**config.mk**
```make
export PLATFORM = sky130hd
export DESIGN_NAME = ist_pos
export DESIGN_NICKNAME = d
export VERILOG_FILES = /design/src/sv/ist_pkg.sv /design/src/sv/ist_pos.sv
export SDC_FILE = /design/constraint.sdc
export NUM_CORES = 2
export LEC_CHECK = 0
export BUFFER_PORTS_ARGS = -buffer_cell sky130_fd_sc_hd__buf_2
export CAP_MARGIN = 20
export CORE_AREA = 2 2 469 285
export DETAILED_ROUTE_END_ITERATION = 8
export DIE_AREA = 0 0 471 287
export GPL_TIMING_DRIVEN = 0
export SYNTH_ARGS = -nofsm -noshare
export SYNTH_HDL_FRONTEND = slang
export SYNTH_SLANG_ARGS = --single-unit
```
**constraint.sdc**
```tcl
create_clock -name clk -period 9.7 [get_ports clk]
set_input_delay 1.455 -clock clk [delete_from_list [all_inputs] [get_ports clk]]
set_output_delay 1.455 -clock clk [all_outputs]
set_load 0.02 [all_outputs]
```
**src/sv/ist_pkg.sv**
```systemverilog
// ----------------------------------------------------------------------------
// ist_pkg
// Shared constants, register map and stage bundles of the interpolated
// table sampler.
// ----------------------------------------------------------------------------
package ist_pkg;

	// store geometry and fraction width
	localparam int TABLE_WORDS    = 1024;
	localparam int MAX_COMPONENTS = 4;
	localparam int FRACTION_BITS  = 16;
	localparam int ADDR_W         = $clog2(TABLE_WORDS);

	// clamped table position: 11-bit entry index and 16-bit fraction
	localparam int POS_W = 27;
	// flat word offset: entry index times stride plus component
	localparam int OFF_W = 14;

	// item codes
	localparam logic CMD_WRITE  = 1'b0;
	localparam logic CMD_SAMPLE = 1'b1;

	// register indexes (byte address is four times the index)
	localparam logic [2:0] REG_ENABLE = 3'd0;
	localparam logic [2:0] REG_COUNT  = 3'd1;
	localparam logic [2:0] REG_STRIDE = 3'd2;
	localparam logic [2:0] REG_SCALE  = 3'd3;
	localparam logic [2:0] REG_BIAS   = 3'd4;

	localparam logic [31:0] SCALE_RESET = 32'h0001_0000;

	// configuration as seen by the datapath
	typedef struct packed {
		logic               enable;
		logic [10:0]        count;
		logic [2:0]         stride;
		logic signed [31:0] scale;
		logic signed [31:0] bias;
	} cfg_t;

	// item leaving the position stage
	typedef struct packed {
		logic               vld;
		logic               cmd;
		logic               ok;
		logic [POS_W-1:0]   pos;
		logic [1:0]         comp;
		logic [9:0]         addr;
		logic signed [31:0] wval;
	} pos_item_t;

	// item leaving the store stage
	typedef struct packed {
		logic                     vld;
		logic                     ok;
		logic [FRACTION_BITS-1:0] alpha;
		logic signed [31:0]       rd_a;
		logic signed [31:0]       rd_b;
	} rd_item_t;

endpackage

```
**src/sv/ist_pos.sv**
```systemverilog
// ----------------------------------------------------------------------------
// ist_pos
// Time to table position: scale multiply, then floor shift, bias add and
// clamp to the populated range, plus the table validity check.
// ----------------------------------------------------------------------------
module ist_pos import ist_pkg::*; (
	input  logic               clk,
	input  logic               arst_n,
	input  cfg_t               cfg,
	input  logic               req_valid,
	output logic               req_stall,
	input  logic               cmd,
	input  logic signed [31:0] sample_time,
	input  logic [1:0]         component,
	input  logic [9:0]         word_address,
	input  logic signed [31:0] word_value,
	input  logic               nxt_ready,
	output pos_item_t          item
);

	logic               vld_s1;
	logic               cmd_s1;
	logic signed [63:0] prod_s1;
	logic [1:0]         comp_s1;
	logic [9:0]         addr_s1;
	logic signed [31:0] wval_s1;

	logic      ready_s1;
	logic      ready_s2;
	pos_item_t item_s2;

	logic signed [47:0] scaled;
	logic signed [48:0] biased;
	logic [10:0]        cnt_m1;
	logic [POS_W-1:0]   top;
	logic [POS_W-1:0]   pos_c;
	logic [13:0]        words;
	logic               tbl_ok;

	// stage readiness, back to front
	assign ready_s2  = !item_s2.vld || nxt_ready;
	assign ready_s1  = !vld_s1 || ready_s2;
	assign req_stall = !ready_s1;

	// stage 1: capture item and form the Q32.32 product
	always_ff @(posedge clk or negedge arst_n) begin
		if (!arst_n) begin
			vld_s1 <= 1'b0;
		end else if (ready_s1) begin
			vld_s1 <= req_valid;
		end
	end

	always_ff @(posedge clk) begin
		if (ready_s1) begin
			cmd_s1  <= cmd;
			prod_s1 <= sample_time * cfg.scale;
			comp_s1 <= component;
			addr_s1 <= word_address;
			wval_s1 <= word_value;
		end
	end

	// floor to Q32.16, add bias, clamp to [0, top]
	always_comb begin
		scaled = prod_s1[63:16];
		biased = 49'(scaled) + 49'(cfg.bias);
		cnt_m1 = cfg.count - 11'd1;
		top    = {cnt_m1, 16'h0000};
		if (biased[48]) begin
			pos_c = '0;
		end else if (biased > $signed({22'd0, top})) begin
			pos_c = top;
		end else begin
			pos_c = biased[POS_W-1:0];
		end
	end

	// table and component check
	always_comb begin
		words  = 14'(cfg.count) * 14'(cfg.stride);
		tbl_ok = cfg.enable && (cfg.count != 11'd0) && (cfg.stride != 3'd0) &&
			(32'(cfg.stride) <= 32'(MAX_COMPONENTS)) &&
			(32'(words) <= 32'(TABLE_WORDS)) && ({1'b0, comp_s1} < cfg.stride);
	end

	// stage 2 register
	always_ff @(posedge clk or negedge arst_n) begin
		if (!arst_n) begin
			item_s2 <= '0;
		end else if (ready_s2) begin
			item_s2.vld  <= vld_s1;
			item_s2.cmd  <= cmd_s1;
			item_s2.ok   <= tbl_ok;
			item_s2.pos  <= pos_c;
			item_s2.comp <= comp_s1;
			item_s2.addr <= addr_s1;
			item_s2.wval <= wval_s1;
		end
	end

	assign item = item_s2;

endmodule

```
== After elaboration in Yosys (flattened, before gate mapping) ==
Index checks and enable logic that the tools add are counted.
Widths: inputs -> output; s select.

* Reduce and logical (&&, ||, !) cells: 12
* Add/subtract/negate cells: 2
* Magnitude comparators: 4
* Mux-type cells: 2
* Multiply operators: 2

{| class="wikitable"
|+ Operator list
! cell !! number
|-
| $mul 32x32->64 || 1
|-
| $mux 27 || 2
|-
| $add 48x32->49 || 1
|-
| $gt 49x28->1 || 1
|-
| $le 14x11->1 const B || 1
|-
| $mul 11x3->14 || 1
|-
| $reduce_bool 11->1 || 1
|-
| $sub 11x1->11 const B || 1
|-
| $logic_and 1x1->1 || 5
|-
| $le 3x3->1 const B || 1
|-
| $logic_not 1->1 || 3
|-
| $lt 2x3->1 || 1
|-
| $reduce_bool 3->1 || 1
|-
| $logic_or 1x1->1 || 2
|}

* Input port bits: 160
* Flip-flop bits (word level): 184
* Output and inout port bits: 75

== Longest topological paths before layout ==
* Word-level depth: 6
* Mapped depth: 30
* Gate-level depth less buffers: 28

== Worst setup path before layout ==
Ideal clock, no wire load.

* Path kind: input to register
* Start: in cfg[34] (netlist bit)
* End: reg prod_s1[63], data pin
* Arrival: 8814 ps
* Required time: 9440 ps
* Setup slack: 626 ps
* Library setup time: 260 ps
* Stages: 24
* Buffers on the path: 1
* Cell sequence: clkbuf_1 > nand2_1 > inv_1 > fa_1 > fa_1 > fa_1 > fa_1 > inv_1 > fa_1 > inv_1 > fa_1 > fa_1 > fa_1 > ha_1 > a21oi_1 > o21ai_0 > a21o_1 > a21o_1 > or2_2 > o2111ai_1 > o21ai_0 > a211oi_1 > o21bai_1 > xnor2_1

* Longest elaborated chain between the ends: 1

{| class="wikitable"
|+ Ends and longest elaborated chain
! what !! line !! text
|-
| from (decl) || ist_pos.sv:9 || <nowiki>input cfg_t cfg,</nowiki>
|-
| $mul 32x32->64 || ist_pos.sv:57 || <nowiki>prod_s1 <= sample_time * cfg.scale;</nowiki>
|-
| to (signal assigned) || ist_pos.sv:57 ||
|-
| to (decl) || ist_pos.sv:23 || <nowiki>logic signed [63:0] prod_s1;</nowiki>
|}

No other way between the ends.
A chain may end at the register's enable or synchronous reset.

== Final worst setup path ==
* Start: in cfg[52] (netlist bit)
* End: reg prod_s1[63], data pin

Same word-level chain as after synthesis.

==> flow_metrics.env <==
export IMPL_status="finished clean"
export IMPL_antenna_found_initial=37
export IMPL_io_buffers=234
export IMPL_final_common_cell="fa_1"
export IMPL_ff2ff_path_depth=23
export IMPL_arrival_ps=9760
export IMPL_cp_startpoint="cfg[52]"
export IMPL_final_hold_violation_count=0
export IMPL_syn_area_sq_um=45500
export IMPL_postRouteAntennaNets=0
export IMPL_slew_violations=0
export IMPL_area_growth_pct=10.0
export IMPL_min_path_cells=2
export IMPL_overflow=0
export IMPL_tightest_slew_ps=1180
export IMPL_met3_usage_pct=11.6
export IMPL_fin_crit_sh_pct=98.7
export IMPL_period_needed_ps=9570
export IMPL_ys_seq_elements=168
export IMPL_insertion_delay_ps=500
export IMPL_cts_max_level=4
export IMPL_syn_inst=4780
export IMPL_hold_class="reg2reg"
export IMPL_cts_buffers=17
export IMPL_ioPinCount=235
export IMPL_wl_per_cell_microns=25.6
export IMPL_timing_rr_end="item[48]"
export IMPL_wl_microns=174000
export IMPL_via_per_inst=5.18
export IMPL_initialDrtViolationCount=3733
export IMPL_syn_nets=6286
export IMPL_crit_fanout=10
export IMPL_die_height_microns=287
export IMPL_cts_tree="done"
export IMPL_final_setup_tns_ps=0
export IMPL_synth_ff_type="edfxtp_1"
export IMPL_criticalPathCategory="in2reg"
export IMPL_min_from="wval_s1[15]"
export IMPL_clk_pin_slew_worst_paths_ps=80
export IMPL_grt_max_degree=56
export IMPL_cts_root_buf="clkbuf_16"
export IMPL_global_route_usage_met1_pct=39.5
export IMPL_synth_area_per_cell_sq_um=9.53
export IMPL_dr_pass1_iters=5
export IMPL_met2_usage_pct=33.3
export IMPL_synth_async_reset_ratio_pct=44.6
export IMPL_setup_viol=0
export IMPL_busiest_layer="met1"
export IMPL_grt_pass1_wl_microns=253000
export IMPL_cap_violations=0
export IMPL_drive_gt1_share_pct=9.68
export IMPL_r2r_start="prod_s1[16]"
export IMPL_dp_hpwl_microns=150000
export IMPL_die_area_sq_um=135000
export IMPL_synth_edf_count=93
export IMPL_rows=103
export IMPL_layout_common_cells="fa_1, inv_1, nand2_1, and2_1, buf_2"
export IMPL_core_sq_um=131000
export IMPL_hold_end="item[15]"
export IMPL_vias=35332
export IMPL_ys_seq_area_share_pct=10.3
export IMPL_fin_util_pct=38.3
export IMPL_slew_headroom_pct=21.3
export IMPL_yosys_warnings=0
export IMPL_crit_required_ps=9890
export IMPL_startpoint_type="input pin"
export IMPL_max_clock_freq_mhz=104
export IMPL_die_x_microns=471
export IMPL_final_nets=6554
export IMPL_clkSinkCount=168
export IMPL_cts_max_path_buffers=2
export IMPL_endpoint_kind="flip-flop"
export IMPL_skew_ps=34.4
export IMPL_place_congestion=1.03
export IMPL_grt_pass1_vias=36117
export IMPL_ys_types=87
export IMPL_drc_errors=0
export IMPL_grt_use_total_pct=26.1
export IMPL_r2r_setup_slack_ps=3700
export IMPL_start_util_pct=34.9
==> synth_stat cells (all sizes together) (36+ instances only) <==
cell | instances | area share [%]
nor2 | 89 | 0.74
dfrtp | 75 | 4.1
nand2 | 712 | 5.9
xor2 | 38 | 0.73
nor3 | 36 | 0.40
inv | 990 | 8.2
clkbuf | 228 | 1.9
a21oi | 107 | 1.2
and2 | 540 | 7.4
fa | 1092 | 48
xnor2 | 66 | 1.3
edfxtp | 93 | 6.1
a21o | 37 | 0.61
ha | 254 | 7.0
o21ai | 69 | 0.77
==> layout make-up <==
cell class,count,area [sq um]
well taps,1732,2170
multi-input cells,3380,36400
repair buffers,249,1370
flip-flops and latches,168,4670
diodes,23,57.6
fillers,13304,80600
clock inverters,14,151
inverters,990,3730
plain buffers,242,1150
clock buffers,18,429
==> registers in the layout (all words and copies together) (netlist names) <==
signal / flops
item: 74
cmd_s1: 1
prod_s1: 48
vld_s1: 1
wval_s1: 32
addr_s1: 10
comp_s1: 2
==> worst max-delay path by stage <==
stage,end,slack (ps),depth (start not counted)
4_1_cts,prod_s1[61],0.6,26
3_3_place_gp,prod_s1[63],-2310,28
5_1_grt,prod_s1[63],-20,28
3_5_place_dp,prod_s1[63],-2370,28
2_1_floorplan,prod_s1[63],630,24
6_report,prod_s1[63],130,27
==> metal layers <==
metal  wire [microns]  share of wire, %
met3            25900                15
met5               27             0.015
met4             4030               2.3
met1            79300                46
met2            65000                37
==> critical path, cell delays in order <==
cell	delay (ps)
buf_2	270
buf_1	710
and2_1	260
fa_1	400
inv_1	80
fa_1	410
inv_1	90
fa_1	440
fa_1	500
fa_1	560
fa_1	420
fa_1	530
inv_1	60
fa_1	490
inv_1	70
ha_1	380
and3_1	250
nand2_1	160
nor4_2	390
or3b_2	510
o22ai_4	160
buf_12	150
o2111ai_2	210
o21ai_4	250
a211oi_2	130
o21bai_1	220
xnor2_2	160
==> logic make-up (layout without fill, tap and decap cells) <==
kind of cell / count (synthesis) / in the layout / share of synthesized area, %
mux: 8 / 8 / 0.179
simple gates: 1526 / 1526 / 16.5
flops: 168 / 168 / 10.3
compound gates: 396 / 396 / 5.89
other cells: 0 / 23 / 0
fa+ha+maj: 1346 / 1346 / 55.0
buf+inv: 1232 / 1513 / 10.2
xor+xnor: 104 / 104 / 2.00
==> through the flow <==
step / cell area, sq um / cells / setup slack [ps] / hold slack (ps)
finish: 50100 / 6816 / 130 / 437
floorplan: 45500 / 4780 / 626 / 422
global route: 50100 / 6799 / -23.0 / 468
CTS: 49900 / 6789 / 0.551 / 438
global placement: 48900 / 6746 / -2310 / 424
detailed placement: 49000 / 6750 / -2370 / 428
==> repair_timing <==
action,in CTS,in global routing
buffers inserted,7,3
endpoints found under the setup margin,28,8
resized for setup,139,121
hold buffers,0,0
pin swaps,2,5
Power is not shown: default switching activity piles up to over one toggle a cycle in this logic, so the estimate is an artifact.
