--- config.mk ---
export PLATFORM = sky130hd
export DESIGN_NAME = ist_lerp
export DESIGN_NICKNAME = d
export VERILOG_FILES = /design/src/sv/ist_pkg.sv /design/src/sv/ist_lerp.sv
export SDC_FILE = /design/constraint.sdc
export NUM_CORES = 1
export LEC_CHECK = 0
export BUFFER_PORTS_ARGS = -buffer_cell sky130_fd_sc_hd__buf_2
export CORE_MARGIN = 8
export CORE_UTILIZATION = 30
export CTS_CLUSTER_SIZE = 28
export DETAILED_ROUTE_END_ITERATION = 10
export PLACE_DENSITY_LB_ADDON = 0.3
export SETUP_SLACK_MARGIN = 0.1
export SLEW_MARGIN = 20
export SYNTH_ARGS = -nofsm -noshare
export SYNTH_HDL_FRONTEND = slang
export SYNTH_SLANG_ARGS = --single-unit
export TNS_END_PERCENT = 50
--- constraint.sdc ---
create_clock -name clk -period 3.5 [get_ports clk]
set_clock_uncertainty 0.2 [all_clocks]
set_input_delay 0.7 -clock clk [delete_from_list [all_inputs] [get_ports clk]]
set_output_delay 0.7 -clock clk [all_outputs]
set_load 0.01 [all_outputs]
--- src/sv/ist_pkg.sv ---
// ----------------------------------------------------------------------------
// ist_pkg
// Shared constants, register map and stage bundles of the interpolated
// table sampler.
// ----------------------------------------------------------------------------
package ist_pkg;

	// store geometry and fraction width
	localparam int TABLE_WORDS    = 1024;
	localparam int MAX_COMPONENTS = 4;
	localparam int FRACTION_BITS  = 16;
	localparam int ADDR_W         = $clog2(TABLE_WORDS);

	// clamped table position: 11-bit entry index and 16-bit fraction
	localparam int POS_W = 27;
	// flat word offset: entry index times stride plus component
	localparam int OFF_W = 14;

	// item codes
	localparam logic CMD_WRITE  = 1'b0;
	localparam logic CMD_SAMPLE = 1'b1;

	// register indexes (byte address is four times the index)
	localparam logic [2:0] REG_ENABLE = 3'd0;
	localparam logic [2:0] REG_COUNT  = 3'd1;
	localparam logic [2:0] REG_STRIDE = 3'd2;
	localparam logic [2:0] REG_SCALE  = 3'd3;
	localparam logic [2:0] REG_BIAS   = 3'd4;

	localparam logic [31:0] SCALE_RESET = 32'h0001_0000;

	// configuration as seen by the datapath
	typedef struct packed {
		logic               enable;
		logic [10:0]        count;
		logic [2:0]         stride;
		logic signed [31:0] scale;
		logic signed [31:0] bias;
	} cfg_t;

	// item leaving the position stage
	typedef struct packed {
		logic               vld;
		logic               cmd;
		logic               ok;
		logic [POS_W-1:0]   pos;
		logic [1:0]         comp;
		logic [9:0]         addr;
		logic signed [31:0] wval;
	} pos_item_t;

	// item leaving the store stage
	typedef struct packed {
		logic                     vld;
		logic                     ok;
		logic [FRACTION_BITS-1:0] alpha;
		logic signed [31:0]       rd_a;
		logic signed [31:0]       rd_b;
	} rd_item_t;

endpackage

--- src/sv/ist_lerp.sv ---
// ----------------------------------------------------------------------------
// ist_lerp
// Linear blend of the two neighbors and the result register toward the
// receiver.
// ----------------------------------------------------------------------------
module ist_lerp import ist_pkg::*; (
	input  logic               clk,
	input  logic               arst_n,
	input  rd_item_t           rd,
	output logic               ready,
	output logic               rsp_valid,
	input  logic               rsp_stall,
	output logic signed [31:0] sample_value,
	output logic               sample_valid
);

	localparam int PROD_W = 33 + FRACTION_BITS + 1;

	logic                      vld_s4;
	logic                      ok_s4;
	logic signed [31:0]        a_s4;
	logic signed [PROD_W-1:0]  prod_s4;

	logic                      vld_q;
	logic signed [31:0]        value_q;
	logic                      ok_q;

	logic                      ready_s4;
	logic                      ready_out;
	logic signed [32:0]        diff;
	logic signed [PROD_W-1:0]  delta;
	logic signed [31:0]        blend;

	assign ready_out = !vld_q || !rsp_stall;
	assign ready_s4  = !vld_s4 || ready_out;
	assign ready     = ready_s4;

	// stage 4: weighted difference
	assign diff = 33'(rd.rd_b) - 33'(rd.rd_a);

	always_ff @(posedge clk or negedge arst_n) begin
		if (!arst_n) begin
			vld_s4 <= 1'b0;
		end else if (ready_s4) begin
			vld_s4 <= rd.vld;
		end
	end

	always_ff @(posedge clk) begin
		if (ready_s4) begin
			ok_s4   <= rd.ok;
			a_s4    <= rd.rd_a;
			prod_s4 <= diff * $signed({1'b0, rd.alpha});
		end
	end

	// floor shift and add to the lower neighbor
	always_comb begin
		delta = prod_s4 >>> FRACTION_BITS;
		blend = a_s4 + delta[31:0];
	end

	// result register
	always_ff @(posedge clk or negedge arst_n) begin
		if (!arst_n) begin
			vld_q <= 1'b0;
		end else if (ready_out) begin
			vld_q <= vld_s4;
		end
	end

	always_ff @(posedge clk) begin
		if (ready_out) begin
			ok_q    <= ok_s4;
			value_q <= ok_s4 ? blend : 32'sd0;
		end
	end

	assign rsp_valid    = vld_q;
	assign sample_value = value_q;
	assign sample_valid = ok_q;

endmodule

Yosys cells after proc, flatten, opt, wreduce, memory -nomap -nowiden
Cells that the tools add are included.
Word-level totals
  register bits: 116
  output and inout bits: 35
  word-level logic and storage cells: 15
  bits of input ports: 85
Operators by class
  multipliers: 1
  reduce and logical (&&, ||, !) cells: 5
  add/sub/neg operators: 2
Operators by type and width (number)
  multiplier 33 x 17 -> 48 bit: 1
  subtractor 32 x 32 -> 33 bit: 1
  adder 32 bit: 1
  logical NOT 1 bit: 3
  logical OR 1 bit: 2

Longest topological paths before layout
Gate-level depths: netlist of run 1.
  depth in word-level cells: 3
  depth in mapped cells: 39

Worst setup path after synthesis of run 1
OpenSTA, ideal clock, no wires.
  kind: input port to flip-flop
  from: in rd[0] (netlist bit)
  to: reg prod_s4[47], data pin
  arrival: 8998 ps
  stages: 37
  setup time: 260 ps
  setup slack: -5958 ps
  required time: 3040 ps
  cells stage by stage: inv_1 > ha_1 > fa_1 > nor2b_1 > o21a_1 > o21ai_1 > a211oi_1 > a31o_2 > o21ai_1 > and4bb_1 > o41ai_2 > nand4_1 > a31o_2 > clkbuf_1 > nand2_1 > inv_2 > fa_1 > inv_1 > fa_1 > inv_1 > fa_1 > fa_1 > fa_1 > inv_1 > fa_1 > inv_1 > ha_1 > a21o_1 > a21o_1 > a21oi_1 > nor2b_1 > o21ai_0 > nand2b_1 > a221o_1 > a21oi_1 > xnor2_1 > xnor2_1
On the way
  cells in the longest elaborated chain, start to end: 2
RTL lines
  start: declaration: RTL line ist_lerp.sv:9  | input rd_item_t rd,
  subtractor 32 x 32 -> 33 bit: RTL line ist_lerp.sv:39  | assign diff = 33'(rd.rd_b) - 33'(rd.rd_a);
  multiplier 33 x 17 -> 48 bit: RTL line ist_lerp.sv:53  | prod_s4 <= diff * $signed({1'b0, rd.alpha});
  end signal: assignment: RTL line ist_lerp.sv:53
  end: declaration: RTL line ist_lerp.sv:22  | logic signed [PROD_W-1:0] prod_s4;
Every way passes these cells.
A chain may end at the register's enable or synchronous reset.

Final worst setup path of run 1
  from: in rd[33] (netlist bit)
  to: reg prod_s4[42], data pin
Same word-level chain as after synthesis.

==> reports/qor.txt, run 1 <==
Post-Syn Area -> 0.0244 sq mm
Hold endpoint -> a_s4[3]
WL final -> 67900 microns
Ys flop type -> edfxtp_1
Core area -> 0.0805 sq mm
Layout area overhead -> 25.4%
Largest net degree at the start of global routing -> 35
Hold depth -> 1
CTS Buffer Depth -> 2
Worst setup SP type -> input port
Register area share after synthesis -> 0.123
Clk pin slew, worst setup/hold paths -> 0.09 ns
Hold Crit Start -> rd[35]
Final setup fails -> 38
Max-cap viol count -> 0
Die Span X -> 301 microns
Status -> finished, violations left
GRT overflow -> 0
Detail Route Antenna Nets -> 0
Hold Path Class -> in -> reg
Max-slew headroom -> 0.477
Synth cell types -> 71
Kind of critical path -> in -> reg
Crit path largest cell delay -> 0.51 ns
CTS tree -> built
Fmax -> 112 MHz
Net Count, Synth -> 3399
Worst setup EP type -> flop
DP HPWL -> 58700 microns
DRT Pass-1 Iters -> 5
Post-synth EDFFs -> 98
Final nets -> 3863
Insertion delay to the later sink of the worst-skew pair -> 0.39 ns
Global Route Usage Sum -> 0.153
CP most frequent cell -> fa_1
Commonest non-fill, non-tap cell in the layout -> inv_1
# fillers -> 8173
Routability Congestion -> 0.855
Port Buffer Count -> 119
DRC Markers -> 0
Commonest non-fill, non-tap cells in the layout -> inv_1 (601), fa_1 (473), buf_4 (421), nand2_1 (331), and2_1 (210)
Setup slack, reg-to-reg -> -0.42 ns
Worst-Margin Slew -> 0.779 ns
Row cnt -> 104
Final min period -> 8.93 ns
Htree depth -> 3
FF+latch count, synth -> 100
Syn_area_per_cell -> 9.22 sq um
Num ports -> 120
Failing checks -> setup timing
Worst endpoint required time -> 3.44 ns
Starting Density -> 0.303
R2R Path End -> sample_value[31]
Period utilization -> 2.55
N_diodes -> 0
DR vias -> 18900
Layout cells sized above 1 -> 0.237
Vias in the first global route -> 20700
CP max stage cell -> fa_1
Cell count of the worst reg-to-reg path -> 13
Final hold slack -> 0.305 ns
Initial antenna violation count -> 1
Drt first-iter violations -> 774
Die Height -> 301 microns
RSZ-0062 raised after global routing -> true
Synth Warn # -> 0
R2R Path Start -> a_s4[1]
First-pass GRT wire length -> 110000 microns
Ys async rst share -> 0.0200
Clock sinks -> 100
Die Footprint -> 0.0907 sq mm
CP Max Fanout -> 7
Crit path DAT -> 8.87 ns
Via-per-instance ratio -> 4.52
DR WL/cell -> 16.3 microns
Total clock buffers created by CTS -> 9
Final Hold Violating Endpoints -> 0
Cells after synthesis -> 2648
CTS Root Cell -> clkbuf_16
Worst Setup Slack, final -> -5.43 ns
Max-slew violations -> 0
[area by class of cell]
type                    count  area, sq um  share of cell area
well taps                1060         1330              0.0434
clock buffers               9          225             0.00736
repair buffers            573         4360               0.142
clock inverters             7         50.0             0.00164
inverters                 624         2350              0.0769
multi-input cells        1804        19300               0.631
flip-flops and latches    100         2990              0.0978
[synth_stat cells, types with 14 or more instances]
| master | instances | area [sq um] |
|---|---|---|
| nand2_1 | 335 | 1260 |
| nand3_1 | 14 | 70.1 |
| o21a_1 | 20 | 150 |
| nor2b_1 | 36 | 225 |
| nor2_1 | 75 | 282 |
| a21o_1 | 44 | 330 |
| xnor2_1 | 58 | 508 |
| clkbuf_1 | 112 | 420 |
| nand2b_1 | 19 | 119 |
| fa_1 | 491 | 9830 |
| o22ai_1 | 14 | 87.6 |
| ha_1 | 175 | 2190 |
| nor3_1 | 22 | 110 |
| o21ai_0 | 26 | 130 |
| and2_1 | 214 | 1340 |
| xor2_1 | 33 | 289 |
| a31oi_1 | 18 | 113 |
| inv_1 | 613 | 2300 |
| a21oi_1 | 65 | 325 |
| edfxtp_1 | 98 | 2940 |
[routing by layer]
layer	track usage	wire, microns	part of all wire
met3	0.0148	2500	0.037
met4	0.0427	1620	0.024
met1	0.197	29800	0.44
met5	0	13	0.00019
met2	0.273	33900	0.50
[stage by stage]
| step | instance area, sq um | utilization | std cells | worst slack (ns) | setup TNS, ns |
|---|---|---|---|---|---|
| global route | 30600 | 0.380 | 4177 | -5.74 | -165.20 |
| CTS | 30300 | 0.377 | 4170 | -5.47 | -155.99 |
| finish | 30600 | 0.380 | 4177 | -5.43 | -154.38 |
| global placement | 29500 | 0.367 | 4137 | -6.17 | -177.66 |
| floorplan | 24600 | - | 2648 | -5.40 | -149.26 |
| detailed placement | 29500 | 0.367 | 4137 | -6.22 | -178.71 |
[what timing repair did]
item                                   in CTS  in global routing
gates resized for setup                    98                 45
buffers inserted                           16                  9
endpoints found under the hold margin       2                  0
hold buffers                                1                  0
setup endpoints to repair                  44                 44
pin swaps                                  83                 48
[worst max path at each step]
stage          cells past startpoint   start     endpoint
2_1_floorplan                     37   rd[0]  prod_s4[47]
3_3_place_gp                      38   rd[1]  prod_s4[42]
3_5_place_dp                      38   rd[1]  prod_s4[44]
4_1_cts                           39   rd[1]  prod_s4[42]
5_1_grt                           40  rd[33]  prod_s4[42]
6_report                          39  rd[33]  prod_s4[42]
[worst max-delay path, delay by kind of cell]
family | cells | cell delay (ns)
AOI/OAI and AO/OA | 12 | 2.27
xor gates and xnor gates | 2 | 0.24
adders and majority gates | 8 | 3.36
buffers and inverters | 9 | 0.99
and+or+nand+nor | 8 | 1.30
[flip-flops by register name (all words and copies together) (netlist names)]
signal and cells:
sample_value 32, a_s4 32, prod_s4 32, vld_s4 1
sample_valid 1, ok_s4 1, rsp_valid 1
[cell families (layout without fill, tap and decap cells)]
group,after synthesis,count (layout),synth area share
fa+ha+maj,666,666,0.493
compound gates,273,273,0.0775
mux,16,16,0.00682
flops,100,100,0.123
buf+inv,744,1213,0.115
simple gates,758,758,0.153
xor+xnor,91,91,0.0327
Power of run 1 is left out: the tool's default activity adds up to more than one toggle a clock period on the data nets, which glitch-free logic cannot reach.
==> run 2, diff against run 1 <==
Settings changed: SETUP_SLACK_MARGIN 0.1 to 0.02.
==> reports/qor.txt, run 2 (synthesis gave the netlist of run 1 again) <==
Final setup fails -> 37 (-2.6%)
Max-cap viol count -> 0 (unchanged)
Max-slew violations -> 0 (unchanged)
CP Max Fanout -> 9 (+2)
Area post-placement -> 0.0294 sq mm (-0.29%)
CTS Buffer Depth -> 2 (unchanged)
Via-per-instance ratio -> 4.51 (-0.31%)
Commonest non-fill, non-tap cell in the layout -> inv_1
Layout area overhead -> 25.0%
CP max stage cell -> fa_1
Crit path DAT -> 8.93 ns (+0.06 ns)
Worst setup EP type -> flop
GRT overflow -> 0 (unchanged)
Die Height -> 301 microns (unchanged)
Max-slew headroom -> 0.539 (+0.0620)
CTS tree -> built
Worst Setup Slack, final -> -5.49 ns (-0.0639 ns)
First-pass GRT wire length -> 111000 microns (+0.68%)
Vias in the first global route -> 20500 (-0.82%)
Global Route Usage Sum -> 0.154 (+0.000825)
Routability Congestion -> 0.850 (-0.54%)
Drt first-iter violations -> 841 (+8.7%)
Num ports -> 120 (unchanged)
Layout cells sized above 1 -> 0.236 (-0.00185)
Starting Density -> 0.303 (unchanged)
Worst endpoint required time -> 3.44 ns (about the same)
Period utilization -> 2.57 (+0.0182)
Initial antenna violation count -> 4 (+3)
Pre-CTS setup slack -> -6.29 ns (-0.0664 ns)
CP most frequent cell -> fa_1
DRC Markers -> 0 (unchanged)
Detail Route Antenna Nets -> 0 (unchanged)
Kind of critical path -> in -> reg
Largest net degree at the start of global routing -> 36 (+2.9%)
Final nets -> 3862 (-0.026%)
Worst-Margin Slew -> 0.687 ns (-0.0923 ns)
Worst setup SP type -> input port
Core area -> 0.0805 sq mm (unchanged)
Final Hold Violating Endpoints -> 0 (unchanged)
Clk pin slew, worst setup/hold paths -> 0.08 ns (about the same)
Final Cell Area -> 0.0305 sq mm (-0.30%)
Htree depth -> 3 (unchanged)
Total clock buffers created by CTS -> 9 (unchanged)
Final min period -> 8.99 ns (+0.0639 ns)
DP HPWL -> 58900 microns (+0.38%)
Row cnt -> 104 (unchanged)
Clock sinks -> 100 (unchanged)
Die Span X -> 301 microns (unchanged)
Commonest non-fill, non-tap cells in the layout -> inv_1 (602), fa_1 (479), buf_4 (423), nand2_1 (332), and2_1 (208)
CTS Root Cell -> clkbuf_16
N_diodes -> 0 (unchanged)
DRT Pass-1 Iters -> 5 (unchanged)
Port Buffer Count -> 119 (unchanged)
Hold Path Class -> in -> reg
Die Footprint -> 0.0907 sq mm (unchanged)
DR WL/cell -> 16.4 microns (+0.71%)
Status -> finished, violations left
Crit path largest cell delay -> 0.58 ns (+0.07 ns)
RSZ-0062 raised after global routing -> true
WL final -> 68300 microns (+0.69%)
# fillers -> 8141 (-0.39%)
Failing checks -> setup timing
Fmax -> 111 MHz (-0.71%)
DR vias -> 18800 (-0.34%)
Insertion delay to the later sink of the worst-skew pair -> 0.38 ns (about the same)
[run 2: critical path, delay by kind of cell]
kind	cells	cell delay, ns
compound gates	12	2.23
xor+xnor	2	0.25
fa+ha+maj	8	3.55
buf+inv	9	0.92
simple gates	8	1.31
[run 2: per-layer routing]
metal / track usage / up-vias / wire, microns
met5: 0 / - / 32
li1: - / 8972 / -
met2: 0.276 / 317 / 34600
met4: 0.0336 / 6 / 1330
met3: 0.0232 / 77 / 2730
met1: 0.196 / 9459 / 29700
[run 2: through the flow]
stage	std cells	setup TNS (ns)	hold slack, ns	util
after floorplan	2648	-149.31	0.204	-
after global placement	4139	-180.75	0.286	0.365
after detailed placement	4139	-181.58	0.286	0.365
after CTS	4167	-156.80	0.266	0.375
after global routing	4176	-167.67	0.280	0.379
final	4176	-155.59	0.307	0.379
[run 2: final cells by class]
class                           count  area, sq um  area share
Timing Repair Buffer              572         4250       0.139
Clock buffer                        9          225     0.00738
Sequential cell                   100         2990      0.0981
Tap cell                         1060         1330      0.0435
Inverter                          624         2350      0.0771
Multi-Input combinational cell   1804        19300       0.632
Clock inverter                      7         82.6     0.00271
[run 2: repair_timing]
action,4_1_cts,5_1_grt
gates resized for setup,83,50
pin swaps,41,45
endpoints found under the hold margin,2,0
hold buffers,1,0
setup endpoints to repair,41,43
gates cloned,1,0
buffers inserted,12,9
[run 2: path summary, 6_finish.rpt]
kind                            startpoint  slack [ns]  cells after the start               end
max in group asynchronous           arst_n        2.57                      2            vld_s4
worst min register to register      vld_s4        0.33                      1         rsp_valid
worst max register to register     a_s4[1]       -0.46                     13  sample_value[31]
min in group asynchronous           arst_n        0.44                      2         rsp_valid
worst max-delay path                rd[33]       -5.49                     39       prod_s4[42]
worst min-delay path                rd[80]        0.31                      1             ok_s4
Power of run 2 is left out for the same reason.
